## src/hw/rtl/fmfs_pkg.sv

```systemverilog
// Shared types, constants and helper functions of the Fourier-mode field synthesis core.
// Used by the CORDIC unit, the datapath, the controller and the top level.
// No dependencies.
package fmfs_pkg;

    // Table sizes and angle resolution.
    localparam int MAX_SLAB_MODES = 256;
    localparam int MAX_TWOD_MODES = 256;
    localparam int ANGLE_BITS     = 16;

    localparam int SLAB_AW = $clog2(MAX_SLAB_MODES);
    localparam int TWOD_AW = $clog2(MAX_TWOD_MODES);
    localparam int MODE_AW = (SLAB_AW > TWOD_AW) ? SLAB_AW : TWOD_AW;
    localparam int IDX_W   = MODE_AW + 1;

    // Angle truncation mask applied before the CORDIC.
    localparam logic [31:0] ANGLE_MASK = ~((32'h1 << (32 - ANGLE_BITS)) - 32'h1);

    // CORDIC settings.
    localparam int          CORDIC_STEPS = 16;
    localparam logic [33:0] CORDIC_GAIN  = 34'd652032874;

    // Input commands.
    localparam logic [1:0] CMD_LOAD_SLAB = 2'd0;
    localparam logic [1:0] CMD_LOAD_TWOD = 2'd1;
    localparam logic [1:0] CMD_EVALUATE  = 2'd2;

    // Configuration register indexes.
    localparam logic [2:0] CFG_SLAB_COUNT = 3'd0;
    localparam logic [2:0] CFG_TWOD_COUNT = 3'd1;
    localparam logic [2:0] CFG_SLAB_EN    = 3'd2;
    localparam logic [2:0] CFG_TWOD_EN    = 3'd3;
    localparam logic [2:0] CFG_MEAN_FIELD = 3'd4;

    // One stored slab mode.
    typedef struct packed {
        logic [23:0] amp;
        logic [15:0] azimuth;
        logic [15:0] polar;
        logic [15:0] phase;
        logic [31:0] wave;
    } t_slab_mode;

    // One stored 2D mode.
    typedef struct packed {
        logic [23:0] amp;
        logic [15:0] azimuth;
        logic [15:0] phase;
        logic [31:0] wave;
    } t_twod_mode;

    // Datapath operations issued by the controller.
    typedef enum logic [4:0] {
        OP_NONE,
        OP_LD_SLAB,
        OP_LD_TWOD,
        OP_EVAL_INIT,
        OP_RD_SLAB,
        OP_RD_TWOD,
        OP_SLAB_MUL,
        OP_TRIG_SLAB_T,
        OP_TRIG_POL,
        OP_TRIG_SLAB_AZ,
        OP_TRIG_TWOD_AZ,
        OP_TRIG_TWOD_T,
        OP_SAVE_T,
        OP_SAVE_POL,
        OP_SAVE_AZ,
        OP_SLAB_P1,
        OP_SLAB_P2,
        OP_SLAB_P3,
        OP_TWOD_U1,
        OP_TWOD_U2,
        OP_TWOD_U3,
        OP_TWOD_Q1,
        OP_TWOD_Q2,
        OP_AMP,
        OP_ACC,
        OP_OUT
    } t_dp_op;

    // Command from controller to datapath.
    typedef struct packed {
        t_dp_op             op;
        logic [MODE_AW-1:0] addr;
    } t_dp_cmd;

    // Status from datapath to controller.
    typedef struct packed {
        logic             cordic_done;
        logic             out_busy;
        logic             slab_en;
        logic             twod_en;
        logic [IDX_W-1:0] slab_n;
        logic [IDX_W-1:0] twod_n;
    } t_dp_stat;

    // Arctangent of 2^-i as a 32-bit turn fraction.
    function automatic logic [31:0] atan_turn(input logic [3:0] i);
        logic [31:0] r;
        case (i)
            4'd0:    r = 32'd536870912;
            4'd1:    r = 32'd316933406;
            4'd2:    r = 32'd167458907;
            4'd3:    r = 32'd85004756;
            4'd4:    r = 32'd42667331;
            4'd5:    r = 32'd21354465;
            4'd6:    r = 32'd10679838;
            4'd7:    r = 32'd5340245;
            4'd8:    r = 32'd2670163;
            4'd9:    r = 32'd1335087;
            4'd10:   r = 32'd667544;
            4'd11:   r = 32'd333772;
            4'd12:   r = 32'd166886;
            4'd13:   r = 32'd83443;
            4'd14:   r = 32'd41722;
            default: r = 32'd20861;
        endcase
        return r;
    endfunction

    // Round to nearest at bit 15, ties toward plus infinity.
    function automatic logic signed [63:0] rnd15(input logic signed [63:0] v);
        return (v + 64'sd16384) >>> 15;
    endfunction

endpackage

```

## src/hw/rtl/fmfs_ctrl.sv

```systemverilog
// Controller of the field synthesis core: accepts items and sequences the
// per-mode steps of an evaluation. Depends on fmfs_pkg.
module fmfs_ctrl import fmfs_pkg::*; (
    input  logic       i_clk,
    input  logic       i_rst_n,
    input  logic       i_in_valid,
    output logic       o_in_ready,
    input  logic [1:0] i_command,
    input  t_dp_stat   i_stat,
    output t_dp_cmd    o_cmd
);

    typedef enum logic [26:0] {
        S_IDLE     = 27'h0000001,
        S_SLAB_CHK = 27'h0000002,
        S_SLAB_RD  = 27'h0000004,
        S_SLAB_MUL = 27'h0000008,
        S_SLAB_CT  = 27'h0000010,
        S_SLAB_WT  = 27'h0000020,
        S_SLAB_CP  = 27'h0000040,
        S_SLAB_WP  = 27'h0000080,
        S_SLAB_CA  = 27'h0000100,
        S_SLAB_WA  = 27'h0000200,
        S_SLAB_P1  = 27'h0000400,
        S_SLAB_P2  = 27'h0000800,
        S_SLAB_P3  = 27'h0001000,
        S_TWOD_CHK = 27'h0002000,
        S_TWOD_RD  = 27'h0004000,
        S_TWOD_CA  = 27'h0008000,
        S_TWOD_WA  = 27'h0010000,
        S_TWOD_U1  = 27'h0020000,
        S_TWOD_U2  = 27'h0040000,
        S_TWOD_U3  = 27'h0080000,
        S_TWOD_CT  = 27'h0100000,
        S_TWOD_WT  = 27'h0200000,
        S_TWOD_Q1  = 27'h0400000,
        S_TWOD_Q2  = 27'h0800000,
        S_AMP      = 27'h1000000,
        S_ACC      = 27'h2000000,
        S_OUT      = 27'h4000000
    } t_state;

    t_state           r_state;
    t_state           n_state;
    logic [IDX_W-1:0] r_idx;
    logic [IDX_W-1:0] n_idx;
    logic             r_in_twod;
    logic             n_in_twod;
    t_dp_op           w_op;

    // Next state and datapath operation.
    always_comb begin
        n_state    = r_state;
        n_idx      = r_idx;
        n_in_twod  = r_in_twod;
        w_op       = OP_NONE;
        o_in_ready = 1'b0;
        unique case (r_state)
            S_IDLE: begin
                o_in_ready = 1'b1;
                if (i_in_valid) begin
                    case (i_command)
                        CMD_LOAD_SLAB: w_op = OP_LD_SLAB;
                        CMD_LOAD_TWOD: w_op = OP_LD_TWOD;
                        CMD_EVALUATE: begin
                            w_op      = OP_EVAL_INIT;
                            n_idx     = '0;
                            n_in_twod = 1'b0;
                            n_state   = S_SLAB_CHK;
                        end
                        default: ;
                    endcase
                end
            end
            S_SLAB_CHK: begin
                if (i_stat.slab_en && r_idx < i_stat.slab_n) begin
                    n_state = S_SLAB_RD;
                end else begin
                    n_idx     = '0;
                    n_in_twod = 1'b1;
                    n_state   = S_TWOD_CHK;
                end
            end
            S_SLAB_RD: begin
                w_op    = OP_RD_SLAB;
                n_state = S_SLAB_MUL;
            end
            S_SLAB_MUL: begin
                w_op    = OP_SLAB_MUL;
                n_state = S_SLAB_CT;
            end
            S_SLAB_CT: begin
                w_op    = OP_TRIG_SLAB_T;
                n_state = S_SLAB_WT;
            end
            S_SLAB_WT: begin
                if (i_stat.cordic_done) begin
                    w_op    = OP_SAVE_T;
                    n_state = S_SLAB_CP;
                end
            end
            S_SLAB_CP: begin
                w_op    = OP_TRIG_POL;
                n_state = S_SLAB_WP;
            end
            S_SLAB_WP: begin
                if (i_stat.cordic_done) begin
                    w_op    = OP_SAVE_POL;
                    n_state = S_SLAB_CA;
                end
            end
            S_SLAB_CA: begin
                w_op    = OP_TRIG_SLAB_AZ;
                n_state = S_SLAB_WA;
            end
            S_SLAB_WA: begin
                if (i_stat.cordic_done) begin
                    w_op    = OP_SAVE_AZ;
                    n_state = S_SLAB_P1;
                end
            end
            S_SLAB_P1: begin
                w_op    = OP_SLAB_P1;
                n_state = S_SLAB_P2;
            end
            S_SLAB_P2: begin
                w_op    = OP_SLAB_P2;
                n_state = S_SLAB_P3;
            end
            S_SLAB_P3: begin
                w_op    = OP_SLAB_P3;
                n_state = S_AMP;
            end
            S_TWOD_CHK: begin
                if (i_stat.twod_en && r_idx < i_stat.twod_n) begin
                    n_state = S_TWOD_RD;
                end else begin
                    n_state = S_OUT;
                end
            end
            S_TWOD_RD: begin
                w_op    = OP_RD_TWOD;
                n_state = S_TWOD_CA;
            end
            S_TWOD_CA: begin
                w_op    = OP_TRIG_TWOD_AZ;
                n_state = S_TWOD_WA;
            end
            S_TWOD_WA: begin
                if (i_stat.cordic_done) begin
                    w_op    = OP_SAVE_AZ;
                    n_state = S_TWOD_U1;
                end
            end
            S_TWOD_U1: begin
                w_op    = OP_TWOD_U1;
                n_state = S_TWOD_U2;
            end
            S_TWOD_U2: begin
                w_op    = OP_TWOD_U2;
                n_state = S_TWOD_U3;
            end
            S_TWOD_U3: begin
                w_op    = OP_TWOD_U3;
                n_state = S_TWOD_CT;
            end
            S_TWOD_CT: begin
                w_op    = OP_TRIG_TWOD_T;
                n_state = S_TWOD_WT;
            end
            S_TWOD_WT: begin
                if (i_stat.cordic_done) begin
                    w_op    = OP_SAVE_T;
                    n_state = S_TWOD_Q1;
                end
            end
            S_TWOD_Q1: begin
                w_op    = OP_TWOD_Q1;
                n_state = S_TWOD_Q2;
            end
            S_TWOD_Q2: begin
                w_op    = OP_TWOD_Q2;
                n_state = S_AMP;
            end
            S_AMP: begin
                w_op    = OP_AMP;
                n_state = S_ACC;
            end
            S_ACC: begin
                w_op    = OP_ACC;
                n_idx   = r_idx + IDX_W'(1);
                n_state = r_in_twod ? S_TWOD_CHK : S_SLAB_CHK;
            end
            S_OUT: begin
                // Wait until the previous result has been taken.
                if (!i_stat.out_busy) begin
                    w_op    = OP_OUT;
                    n_state = S_IDLE;
                end
            end
            default: n_state = S_IDLE;
        endcase
    end

    // State registers.
    always_ff @(posedge i_clk) begin
        if (!i_rst_n) begin
            r_state   <= S_IDLE;
            r_idx     <= '0;
            r_in_twod <= 1'b0;
        end else begin
            r_state   <= n_state;
            r_idx     <= n_idx;
            r_in_twod <= n_in_twod;
        end
    end

    assign o_cmd.op   = w_op;
    assign o_cmd.addr = r_idx[MODE_AW-1:0];

endmodule

```

## config.mk

```make
export PLATFORM = sky130hd
export DESIGN_NAME = fmfs_ctrl
export DESIGN_NICKNAME = d
export VERILOG_FILES = /design/src/hw/rtl/fmfs_pkg.sv /design/src/hw/rtl/fmfs_ctrl.sv
export SDC_FILE = /design/constraint.sdc
export NUM_CORES = 1
export LEC_CHECK = 0
export BUFFER_PORTS_ARGS = -buffer_cell sky130_fd_sc_hd__buf_2
export CAP_MARGIN = 20
export CORE_AREA = 2 2 58 87
export CTS_CLUSTER_DIAMETER = 120
export DETAILED_ROUTE_END_ITERATION = 7
export DIE_AREA = 0 0 60 89
export GPL_ROUTABILITY_DRIVEN = 0
export PLACE_DENSITY = 0.85
export SLEW_MARGIN = 25
export SYNTH_ARGS = -nofsm -noshare
export SYNTH_HDL_FRONTEND = slang
export SYNTH_SLANG_ARGS = --single-unit
```

## constraint.sdc

```tcl
create_clock -name i_clk -period 4.6 [get_ports i_clk]
set_input_delay 0.69 -clock i_clk [delete_from_list [all_inputs] [get_ports i_clk]]
set_output_delay 0.69 -clock i_clk [all_outputs]
set_load 0.1 [all_outputs]
```

After elaboration in Yosys (flattened, before gate mapping)
Index checks and enable logic that the tools add are counted.
{ "op_classes": {"n_reduce_logical": 11, "n_addsub": 1, "magnitude_cmp": 2, "n_mux": 28, "n_eq_ne": 38} }
{ "ops": {"columns": ["op", "count"], "rows": [
  ["27-bit case mux with 26 select lines", 1],
  ["27-bit two-way mux", 9],
  ["5-bit case mux with 23 select lines", 1],
  ["14-bit two-way mux", 2],
  ["27-bit by 1-bit == test with 1-bit output (second input constant)", 1],
  ["27-bit by 10-bit == test with 1-bit output (second input constant)", 1],
  ["27-bit by 11-bit == test with 1-bit output (second input constant)", 1],
  ["27-bit by 12-bit == test with 1-bit output (second input constant)", 1],
  ["27-bit by 13-bit == test with 1-bit output (second input constant)", 1],
  ["27-bit by 14-bit == test with 1-bit output (second input constant)", 1],
  ["27-bit by 15-bit == test with 1-bit output (second input constant)", 1],
  ["27-bit by 16-bit == test with 1-bit output (second input constant)", 1],
  ["27-bit by 17-bit == test with 1-bit output (second input constant)", 1],
  ["27-bit by 18-bit == test with 1-bit output (second input constant)", 1],
  ["27-bit by 19-bit == test with 1-bit output (second input constant)", 1],
  ["27-bit by 2-bit == test with 1-bit output (second input constant)", 1],
  ["27-bit by 20-bit == test with 1-bit output (second input constant)", 1],
  ["27-bit by 21-bit == test with 1-bit output (second input constant)", 1],
  ["27-bit by 22-bit == test with 1-bit output (second input constant)", 1],
  ["27-bit by 23-bit == test with 1-bit output (second input constant)", 1],
  ["27-bit by 24-bit == test with 1-bit output (second input constant)", 1],
  ["27-bit by 25-bit == test with 1-bit output (second input constant)", 1],
  ["27-bit by 26-bit == test with 1-bit output (second input constant)", 1],
  ["27-bit == test (second input constant)", 1],
  ["other kinds (28)", 47]
]} }
{ "word_totals": {"elab_cells": 83, "input_bits": 27, "ff_bits": 37, "output_inout_bits": 14} }

Longest topological paths before layout
Gate-level depths: netlist of the first run.
{ "logic_depth": {"depth_word": 4, "depth_mapped": 9, "ltp_nobuf": 9} }

Worst setup path before layout of the first run
OpenSTA, ideal clock, no wires.
{ "synth_timing": {"kind": "register -> output", "start": "reg r_state[16]", "end": "out o_cmd[8] (netlist bit)", "path_buffers": 1, "required_ns": 3.910, "path_stages_with_launch": 9, "setup_slack_ns": 0.158, "t_arrival_ns": 3.752, "path_cell_list": "dfxtp_1 -> or4_1 -> buf_2 -> nor4_4 -> nand3_1 -> or3b_4 -> clkinv_4 -> nand2_1 -> o2111ai_1"} }
{ "synth_rtl": {"columns": ["item", "line", "text"], "rows": [
  ["start: declaration", "fmfs_ctrl.sv:43", "t_state r_state;"],
  ["start signal: assignment", "fmfs_ctrl.sv:212", "r_state <= n_state;"],
  ["end: declaration", "fmfs_ctrl.sv:10", "output t_dp_cmd o_cmd"]
]} }

==> impl_metrics.csv, run 1 <==
group,metric,value,unit
outcome,status,"finished, final reports clean",
power_and_ir_drop,p_leak,1.330,nW
detailed_routing,wl,6863,um
critical_path,slowest_delay,0.69,ns
logic_synthesis,ys_types,56,
detailed_routing,routed_via_density,6.100,
power_and_ir_drop,vdd_drop_max,0.2637,mV
floorplanning,core_area,0.004542,mm^2
global_route,grtUsageTotal,27.45,%
power_and_ir_drop,power.switching,0.3800,mW
critical_path,critPathArrivalTime,3.26,ns
clock_network,clk_pin_slew,0.08,ns
timing,maxSlewViolCount,0,
timing,tightest_slew,0.7726,ns
floorplanning,row_count,30,
logic_synthesis,synth_cells,339,
logic_synthesis,syn-num-nets,384,
logic_synthesis,yosysTopAreaCellShare,27.24,%
final_layout,fillers,406,
placement,dp_hpwl,5378,um
final_layout,final_common_cell,"buf_2",
floorplanning,die_h,89,um
logic_synthesis,synth_edf_count,0,
timing,fin_crit,3.946,ns
power_and_ir_drop,power.total,0.9133,mW
timing,relSlewSlack,48.36,%
floorplanning,dieArea,0.005340,mm^2
logic_synthesis,synth_flop_cell,"dfxtp_1",
global_route,grt_max_degree,22,
final_layout,ff_latch_area,740.7,um^2
critical_path,required,3.91,ns
timing,setup_viol,0,
clock_network,clockBufferDepth,2,
floorplanning,start_util,59.86,%
logic_synthesis,syn-cell-area,0.002719,mm^2
logic_synthesis,ys_async_sr_fraction,0,%
detailed_routing,drc,0,
final_layout,multi_input_area,0.001799,mm^2
detailed_routing,first_pass_iters,5,
clock_network,cts_max_level,2,
clock_network,post-cts-setup-buffers,0,
global_route,antenna_found_initial,0,
floorplanning,die_x,60,um
timing,hold_violations,0,
global_route,grt_pass1_wl,10920,um
power_and_ir_drop,pwr-share-comb,37.7,%
power_and_ir_drop,intPower,0.5332,mW
logic_synthesis,ys_ff_latch,37,
clock_network,root_buffer,"clkbuf_8",
detailed_routing,dr.first_iter.drc_count,102,
detailed_routing,wire_per_inst,15.67,um
timing,fmax,253.4,MHz
final_layout,area_growth,10.40,%
critical_path,critical_path.startpoint_type,"flip-flop",
logic_synthesis,ys_seq_area_share,27.24,%
clock_network,worstSkewPairLatency,0.30,ns
timing,skew,0.009809,ns
clock_network,numCtsBuffers,5,
clock_network,cts_tree,"yes",
power_and_ir_drop,powerDensity,304.3,mW/mm^2
critical_path,end_kind,"primary output",
timing,fin_crit_sh,85.78,%
timing,rsz0062_at_grt,"no",
global_route,grt_pass1_vias,2376,
logic_synthesis,yosys_warnings,0,
clock_network,hold_buffers,0,
placement,portBuffers,40,
clock_network,cts-resized-gates,0,
final_layout,mostFrequentLayoutCells,"40 x buf_2, 37 x dfxtp_1, 31 x a21oi_1",
global_route,grt_overflow,0,
detailed_routing,ant_nets,0,
critical_path,path_cells,"or4_1 -> nor4_4 -> nand3_1 -> or3b_4 -> clkinv_4 -> nand2_1 -> o2111ai_1 -> buf_2",
final_layout,finalNetCount,418,
final_layout,drive_gt1_share,18.98,%
power_and_ir_drop,clkPwrFrac,24.7,%
final_layout,insertedDiodeCount,0,
job,max-cap-violations,0,
power_and_ir_drop,seq_power_share,37.7,%
hold_path,min_path_type,"flip-flop to flip-flop",
critical_path,crit_slowest_cell,"or4_1",
floorplanning,ios,41,
detailed_routing,vias,2672,
power_and_ir_drop,switching_share,41.61,%
critical_path,path_class,"flip-flop to primary output",
clock_network,clock_sinks,37,
critical_path,cp_max_fo,7,
logic_synthesis,synth_area_leaders,"dfxtp_1 27%, ha_1 8.3%, a21oi_1 5.7%",
logic_synthesis,synth_top_cell_by_area,"dfxtp_1",
timing,fin_setup_tns,0,ns
logic_synthesis,avgSynthCellArea,8.020,um^2
logic make-up (layout without fill, tap and decap cells):
group                    count (synthesis)  in the layout  synth area share [%]
buffers and inverters                   37             72                 6.580
adder cells (fa/ha/maj)                 18             18                 8.284
flip-flops                              37             37                 27.24
AND/OR/NAND/NOR                        176            176                 39.44
XOR/XNOR                                 5              5                 1.611
AO/OA/AOI/OAI                           66             66                 16.84
final timing paths:
path	slack, ns	from	depth (start not counted)	to
worst max register to register	1.68	r_state[16]$_SDFFE_PN0P_	7	r_state[10]$_SDFFE_PN0P_
worst min register to register	0.50	r_in_twod$_SDFFE_PN0P_	2	r_state[13]$_SDFFE_PN0P_
worst min-delay path	0.50	r_in_twod$_SDFFE_PN0P_	2	r_state[13]$_SDFFE_PN0P_
worst max-delay path	0.65	r_state[16]$_SDFFE_PN0P_	8	o_cmd[9]
power by group through the flow:
stage / clock network [mW] / logic [mW] / registers (mW)
2_1_floorplan: 0 / 0.271 / 0.346
3_3_place_gp: 0 / 0.335 / 0.351
3_5_place_dp: 0 / 0.339 / 0.350
4_1_cts: 0.231 / 0.341 / 0.343
5_1_grt: 0.242 / 0.370 / 0.345
6_report: 0.225 / 0.344 / 0.344
synthesized netlist by cell type (2+ instances only):
library cell	number
nand2_1	19
o21a_1	3
inv_1	23
a31oi_1	2
nor4b_1	8
nor2b_1	8
a211oi_1	2
a21oi_1	31
o2111ai_1	2
nor4_2	2
and4_1	4
a21o_1	2
ha_1	18
o21ai_0	8
nor4_1	10
nor2_1	25
dfxtp_1	37
or3_1	5
a221oi_1	2
nand2b_1	14
xnor2_1	4
or4_1	6
clkbuf_1	3
a211oi_2	2
or4b_2	6
and3_1	12
nand4_1	5
or2_2	2
nand3_1	20
nor3_1	14
nor3_2	2
and4b_1	2
and2_1	5
buf_4	9
per-stage QoR:
stage	instances	instance area, um^2	hold WS, ns	util, %	setup slack [ns]
after floorplan	339	2719	0.4462	-	0.1578
after global placement	430	2915	0.4798	64.19	1.067
after detailed placement	430	2915	0.4909	64.19	0.9947
after CTS	438	3002	0.5028	66.09	0.6607
after global routing	438	3002	0.5386	66.09	0.4456
final	438	3002	0.4987	66.09	0.6539
routing by layer:
metal	global-route usage (%)	wire, um	vias up
met1	28.47	2610	1215
met4	13.74	261	0
met3	4.197	361	24
li1	-	-	1327
met2	51.58	3629	106
met5	0	0	-
registers in the layout, indices dropped and copies added (netlist names):
name and flops:
r_in_twod 1, r_idx 9, r_state 27
worst max-delay path, delay by kind of cell, from the launching register on:
kind | cells | cell delay [ns]
and+or+nand+nor | 5 | 1.88
DFF | 1 | 0.35
AOI/OAI and AO/OA | 1 | 0.19
buffers and inverters | 2 | 0.53
final cells by class:
class	instances	area share [%]
clock buffers	5	2.293
clock inverters	3	0.5836
inverters	24	3.168
multi-input cells	265	59.94
flip-flops and latches	37	24.68
well taps	64	2.668
repair buffers	40	6.669
No activity file was read; power rests on OpenSTA's default activity.
==> run 2: changes to the inputs <==
Settings changed: RECOVER_POWER set to 25.
==> impl_metrics.csv, run 2 (synthesis results as in run 1) <==
group,metric,value,unit
outcome,status,"finished, final reports clean",
clock_network,numCtsBuffers,5,
timing,fin_crit,3.943,ns
critical_path,crit_slowest_cell,"or4_1",
hold_path,min_path_type,"flip-flop to flip-flop",
detailed_routing,drc,0,
global_route,grtUsageTotal,27.45,%
floorplanning,row_count,30,
floorplanning,ios,41,
critical_path,slowest_delay,0.70,ns
job,max-cap-violations,0,
clock_network,cts_tree,"yes",
timing,layout_setup_ws,0.6567,ns
critical_path,critical_path.startpoint_type,"flip-flop",
timing,setup_viol,0,
clock_network,worstSkewPairLatency,0.30,ns
timing,tightest_slew,1.165,ns
global_route,grt_max_degree,22,
floorplanning,core_area,0.004542,mm^2
clock_network,post-cts-setup-buffers,0,
global_route,grt_overflow,0,
global_route,antenna_found_initial,0,
placement,portBuffers,40,
final_layout,insertedDiodeCount,0,
critical_path,required,3.91,ns
clock_network,cts-resized-gates,0,
critical_path,rr_startpoint,"r_state[16]$_SDFFE_PN0P_",
floorplanning,die_x,60,um
power_and_ir_drop,powerDensity,304.9,mW/mm^2
detailed_routing,wl,6860,um
final_layout,top_regs,"r_state (27), r_idx (9), r_in_twod (1)",
critical_path,rr_endpoint,"r_state[10]$_SDFFE_PN0P_",
global_route,grt_pass1_wl,10920,um
detailed_routing,wire_per_inst,15.66,um
final_layout,final_common_cell,"dfxtp_1",
detailed_routing,vias,2689,
detailed_routing,first_pass_iters,5,
final_layout,area_growth,10.03,%
final_layout,top_register,"r_state",
detailed_routing,routed_via_density,6.139,
clock_network,clk_pin_slew,0.08,ns
final_layout,mostFrequentLayoutCells,"37 x dfxtp_1, 32 x buf_2, 31 x a21oi_1",
final_layout,largest_reg_flops,27,
timing,relSlewSlack,22.67,%
placement,pre_cts_ws,0.9947,ns
timing,fin_crit_sh,85.72,%
critical_path,path_class,"flip-flop to primary output",
timing,fmax,253.6,MHz
critical_path,cp_max_fo,7,
floorplanning,start_util,59.86,%
critical_path,reg2reg_depth,7,
clock_network,cts_max_level,2,
global_route,grt_pass1_vias,2376,
timing,rsz0062_at_grt,"no",
power_and_ir_drop,p_leak,1.295,nW
timing,fin_setup_tns,0,ns
timing,hold_violations,0,
clock_network,root_buffer,"clkbuf_8",
clock_network,clock_sinks,37,
final_layout,drive_gt1_share,16.84,%
critical_path,critPathArrivalTime,3.25,ns
clock_network,clockBufferDepth,2,
detailed_routing,ant_nets,0,
final_layout,finalNetCount,418,
hold_path,hp-start,"r_in_twod$_SDFFE_PN0P_",
floorplanning,dieArea,0.005340,mm^2
hold_path,hold_end,"r_state[13]$_SDFFE_PN0P_",
power_and_ir_drop,vdd_drop_max,0.2638,mV
hold_path,whs_path_depth,2,
timing,maxSlewViolCount,0,
detailed_routing,dr.first_iter.drc_count,103,
critical_path,reg2reg_slack,1.68,ns
floorplanning,die_h,89,um
timing,skew,0.009784,ns
critical_path,end_kind,"primary output",
critical_path,path_cells,"or4_1 -> nor4_4 -> nand3_1 -> or3b_4 -> clkinv_4 -> nand2_1 -> o2111ai_1 -> buf_2",
clock_network,hold_buffers,0,
placement,dp_hpwl,5378,um
## run 2: changes by cell type in the layout (fill, tap and decap cells not counted), sizes merged
cell	previous run	this run
buf	40	32
clkbuf	5	13
## run 2: worst max path at each step
stage	start	end	slack (ns)	cells past startpoint
2_1_floorplan	r_state[16]$_SDFFE_PN0P_	o_cmd[8]	0.16	8
5_1_grt	r_state[16]$_SDFFE_PN0P_	o_cmd[8]	0.45	8
4_1_cts	r_state[16]$_SDFFE_PN0P_	o_cmd[9]	0.66	8
3_5_place_dp	r_state[16]$_SDFFE_PN0P_	o_cmd[9]	0.99	8
6_report	r_state[16]$_SDFFE_PN0P_	o_cmd[9]	0.66	8
3_3_place_gp	r_state[16]$_SDFFE_PN0P_	o_cmd[8]	1.07	8
## run 2: metal layers
metal	global-route usage [%]	wire length (um)	vias to the layer above	share of wire, %
met1	28.47	2583	1216	38
li1	-	-	1324	-
met5	0	0	-	0
met2	51.58	3612	119	53
met4	13.74	291	0	4.2
met3	4.197	373	30	5.4
## run 2: critical path, delay by kind of cell (launching register included)
| family | cells | cell delay, ns |
|---|---|---|
| and+or+nand+nor | 5 | 1.89 |
| buffers and inverters | 2 | 0.53 |
| DFF | 1 | 0.35 |
| AOI/OAI and AO/OA | 1 | 0.19 |
## run 2: area by class of cell
cell class	instances	area (um^2)
Fill cell	409	1550
Tap cell	64	80.08
Clock buffer	5	68.82
Inverter	24	95.09
Clock inverter	3	17.52
Multi-Input combinational cell	265	1799
Sequential cell	37	740.7
Timing Repair Buffer	40	190.2
## run 2: through the flow
step / hold WS (ns) / power, mW / util (%) / instance area [um^2] / cells
after floorplan: 0.4462 / 0.6171 / - / 2719 / 339
after global placement: 0.4798 / 0.6857 / 64.19 / 2915 / 430
after detailed placement: 0.4909 / 0.6896 / 64.19 / 2915 / 430
after CTS: 0.5028 / 0.9142 / 66.09 / 3002 / 438
after global routing: 0.5386 / 0.9562 / 65.87 / 2992 / 438
final: 0.4987 / 0.9121 / 65.87 / 2992 / 438
## run 2: report_power, final
part / total (mW) / internal [mW] / leakage (nW) / switching [mW]
clock: 0.224 / 0.104 / 0.0439 / 0.120
combinational: 0.344 / 0.100 / 0.953 / 0.244
sequential: 0.344 / 0.328 / 0.298 / 0.0156
total: 0.912 / 0.533 / 1.29 / 0.379
==> run 3: changes to the inputs <==
Settings changed: RECOVER_POWER 25 to 100.
==> impl_metrics.csv, run 3 (synthesis results as in run 1) <==
group,metric,value,unit
final_layout,finalNetCount,418,
floorplanning,die_h,89,um
final_layout,final_common_cell,"dfxtp_1",
timing,fin_crit_sh,90.02,%
clock_network,cts-resized-gates,0,
critical_path,critical_path.startpoint_type,"flip-flop",
final_layout,drive_gt1_share,14.97,%
floorplanning,die_x,60,um
detailed_routing,first_pass_iters,5,
detailed_routing,routed_via_density,6.194,
global_route,grtUsageTotal,27.45,%
detailed_routing,drc,0,
clock_network,clockBufferDepth,2,
job,max-cap-violations,0,
placement,dpl.cell_count,430,
critical_path,end_kind,"primary output",
power_and_ir_drop,powerDensity,303.9,mW/mm^2
floorplanning,start_util,59.86,%
timing,skew,0.01320,ns
placement,portBuffers,40,
global_route,grt_pass1_wl,10920,um
placement,dp_hpwl,5378,um
timing,rsz0062_at_grt,"no",
timing,fin_setup_tns,0,ns
floorplanning,core_area,0.004542,mm^2
final_layout,mostFrequentLayoutCells,"37 x dfxtp_1, 31 x a21oi_1, 26 x buf_2",
critical_path,critPathArrivalTime,3.45,ns
clock_network,worstSkewPairLatency,0.31,ns
power_and_ir_drop,power.total,0.8960,mW
global_route,grt_overflow,0,
timing,tightest_slew,1.237,ns
power_and_ir_drop,p_leak,1.283,nW
global_route,grt_max_degree,22,
critical_path,required,3.91,ns
final_layout,fin_cells,438,
final_layout,area_growth,8.422,%
clock_network,clk_pin_slew,0.08,ns
detailed_routing,ant_nets,0,
timing,fin_crit,4.141,ns
clock_network,root_buffer,"clkbuf_8",
detailed_routing,dr.first_iter.drc_count,121,
hold_path,min_path_type,"flip-flop to flip-flop",
timing,maxSlewViolCount,0,
detailed_routing,wl,6907,um
timing,fmax,241.5,MHz
final_layout,ff_latch_area,740.7,um^2
final_layout,fillers,420,
timing,setup_viol,0,
clock_network,clock_sinks,37,
floorplanning,row_count,30,
clock_network,numCtsBuffers,5,
global_route,grt_pass1_vias,2376,
critical_path,cp_max_fo,7,
final_layout,top_regs,"r_state (27), r_idx (9), r_in_twod (1)",
clock_network,cts_max_level,2,
final_layout,insertedDiodeCount,0,
timing,relSlewSlack,17.89,%
final_layout,multi_input_area,0.001757,mm^2
clock_network,post-cts-setup-buffers,0,
critical_path,path_class,"flip-flop to primary output",
floorplanning,ios,41,
power_and_ir_drop,vdd_drop_max,0.2637,mV
final_layout,top_register,"r_state",
outcome,status,"finished, final reports clean",
detailed_routing,wire_per_inst,15.77,um
timing,hold_violations,0,
clock_network,cts_tree,"yes",
final_layout,largest_reg_flops,27,
global_route,antenna_found_initial,0,
floorplanning,dieArea,0.005340,mm^2
detailed_routing,vias,2713,
timing,holdWs,0.4974,ns
clock_network,hold_buffers,0,
-- run 3: routing by layer --
layer / share of wire (%) / wire length (um) / GRT usage, %
met4: 4.8 / 330 / 13.74
met3: 6.3 / 436 / 4.197
met5: 0 / 0 / 0
met1: 37 / 2554 / 28.47
met2: 52 / 3585 / 51.58
-- run 3: worst max-delay path, cell delays in order, from the launching register on --
cell,delay [ns]
dfxtp_1,0.35
or4_1,0.69
nor4_4,0.41
nand3_1,0.19
or3b_1,0.48
clkinv_4,0.10
clkbuf_1,0.91
-- run 3: power breakdown --
part           switching (mW)  internal (mW)
clock                   0.124          0.105
combinational           0.240         0.0841
sequential             0.0150          0.328
-- run 3: layout make-up --
class                   instances  area share, %
multi-input cells             265          59.59
flip-flops and latches         37          25.13
repair buffers                 40          6.409
inverters                      24          3.226
well taps                      64          2.716
clock buffers                   5          2.334
clock inverters                 3         0.5942
-- run 3: worst paths after layout --
check / start / to / slack [ns] / cells past startpoint
max reg2reg: r_state[16]$_SDFFE_PN0P_ / r_state[10]$_SDFFE_PN0P_ / 1.39 / 7
min reg2reg: r_in_twod$_SDFFE_PN0P_ / r_state[13]$_SDFFE_PN0P_ / 0.50 / 2
min: r_in_twod$_SDFFE_PN0P_ / r_state[13]$_SDFFE_PN0P_ / 0.50 / 2
max: r_state[16]$_SDFFE_PN0P_ / o_in_ready / 0.46 / 6
-- run 3: stage by stage --
stage	worst slack, ns	utilization [%]	instance area, um^2
after floorplan	0.1578	-	2719
after global placement	1.067	64.19	2915
after detailed placement	0.9947	64.19	2915
after CTS	0.6607	66.09	3002
after global routing	0.2404	64.90	2948
final	0.4590	64.90	2948
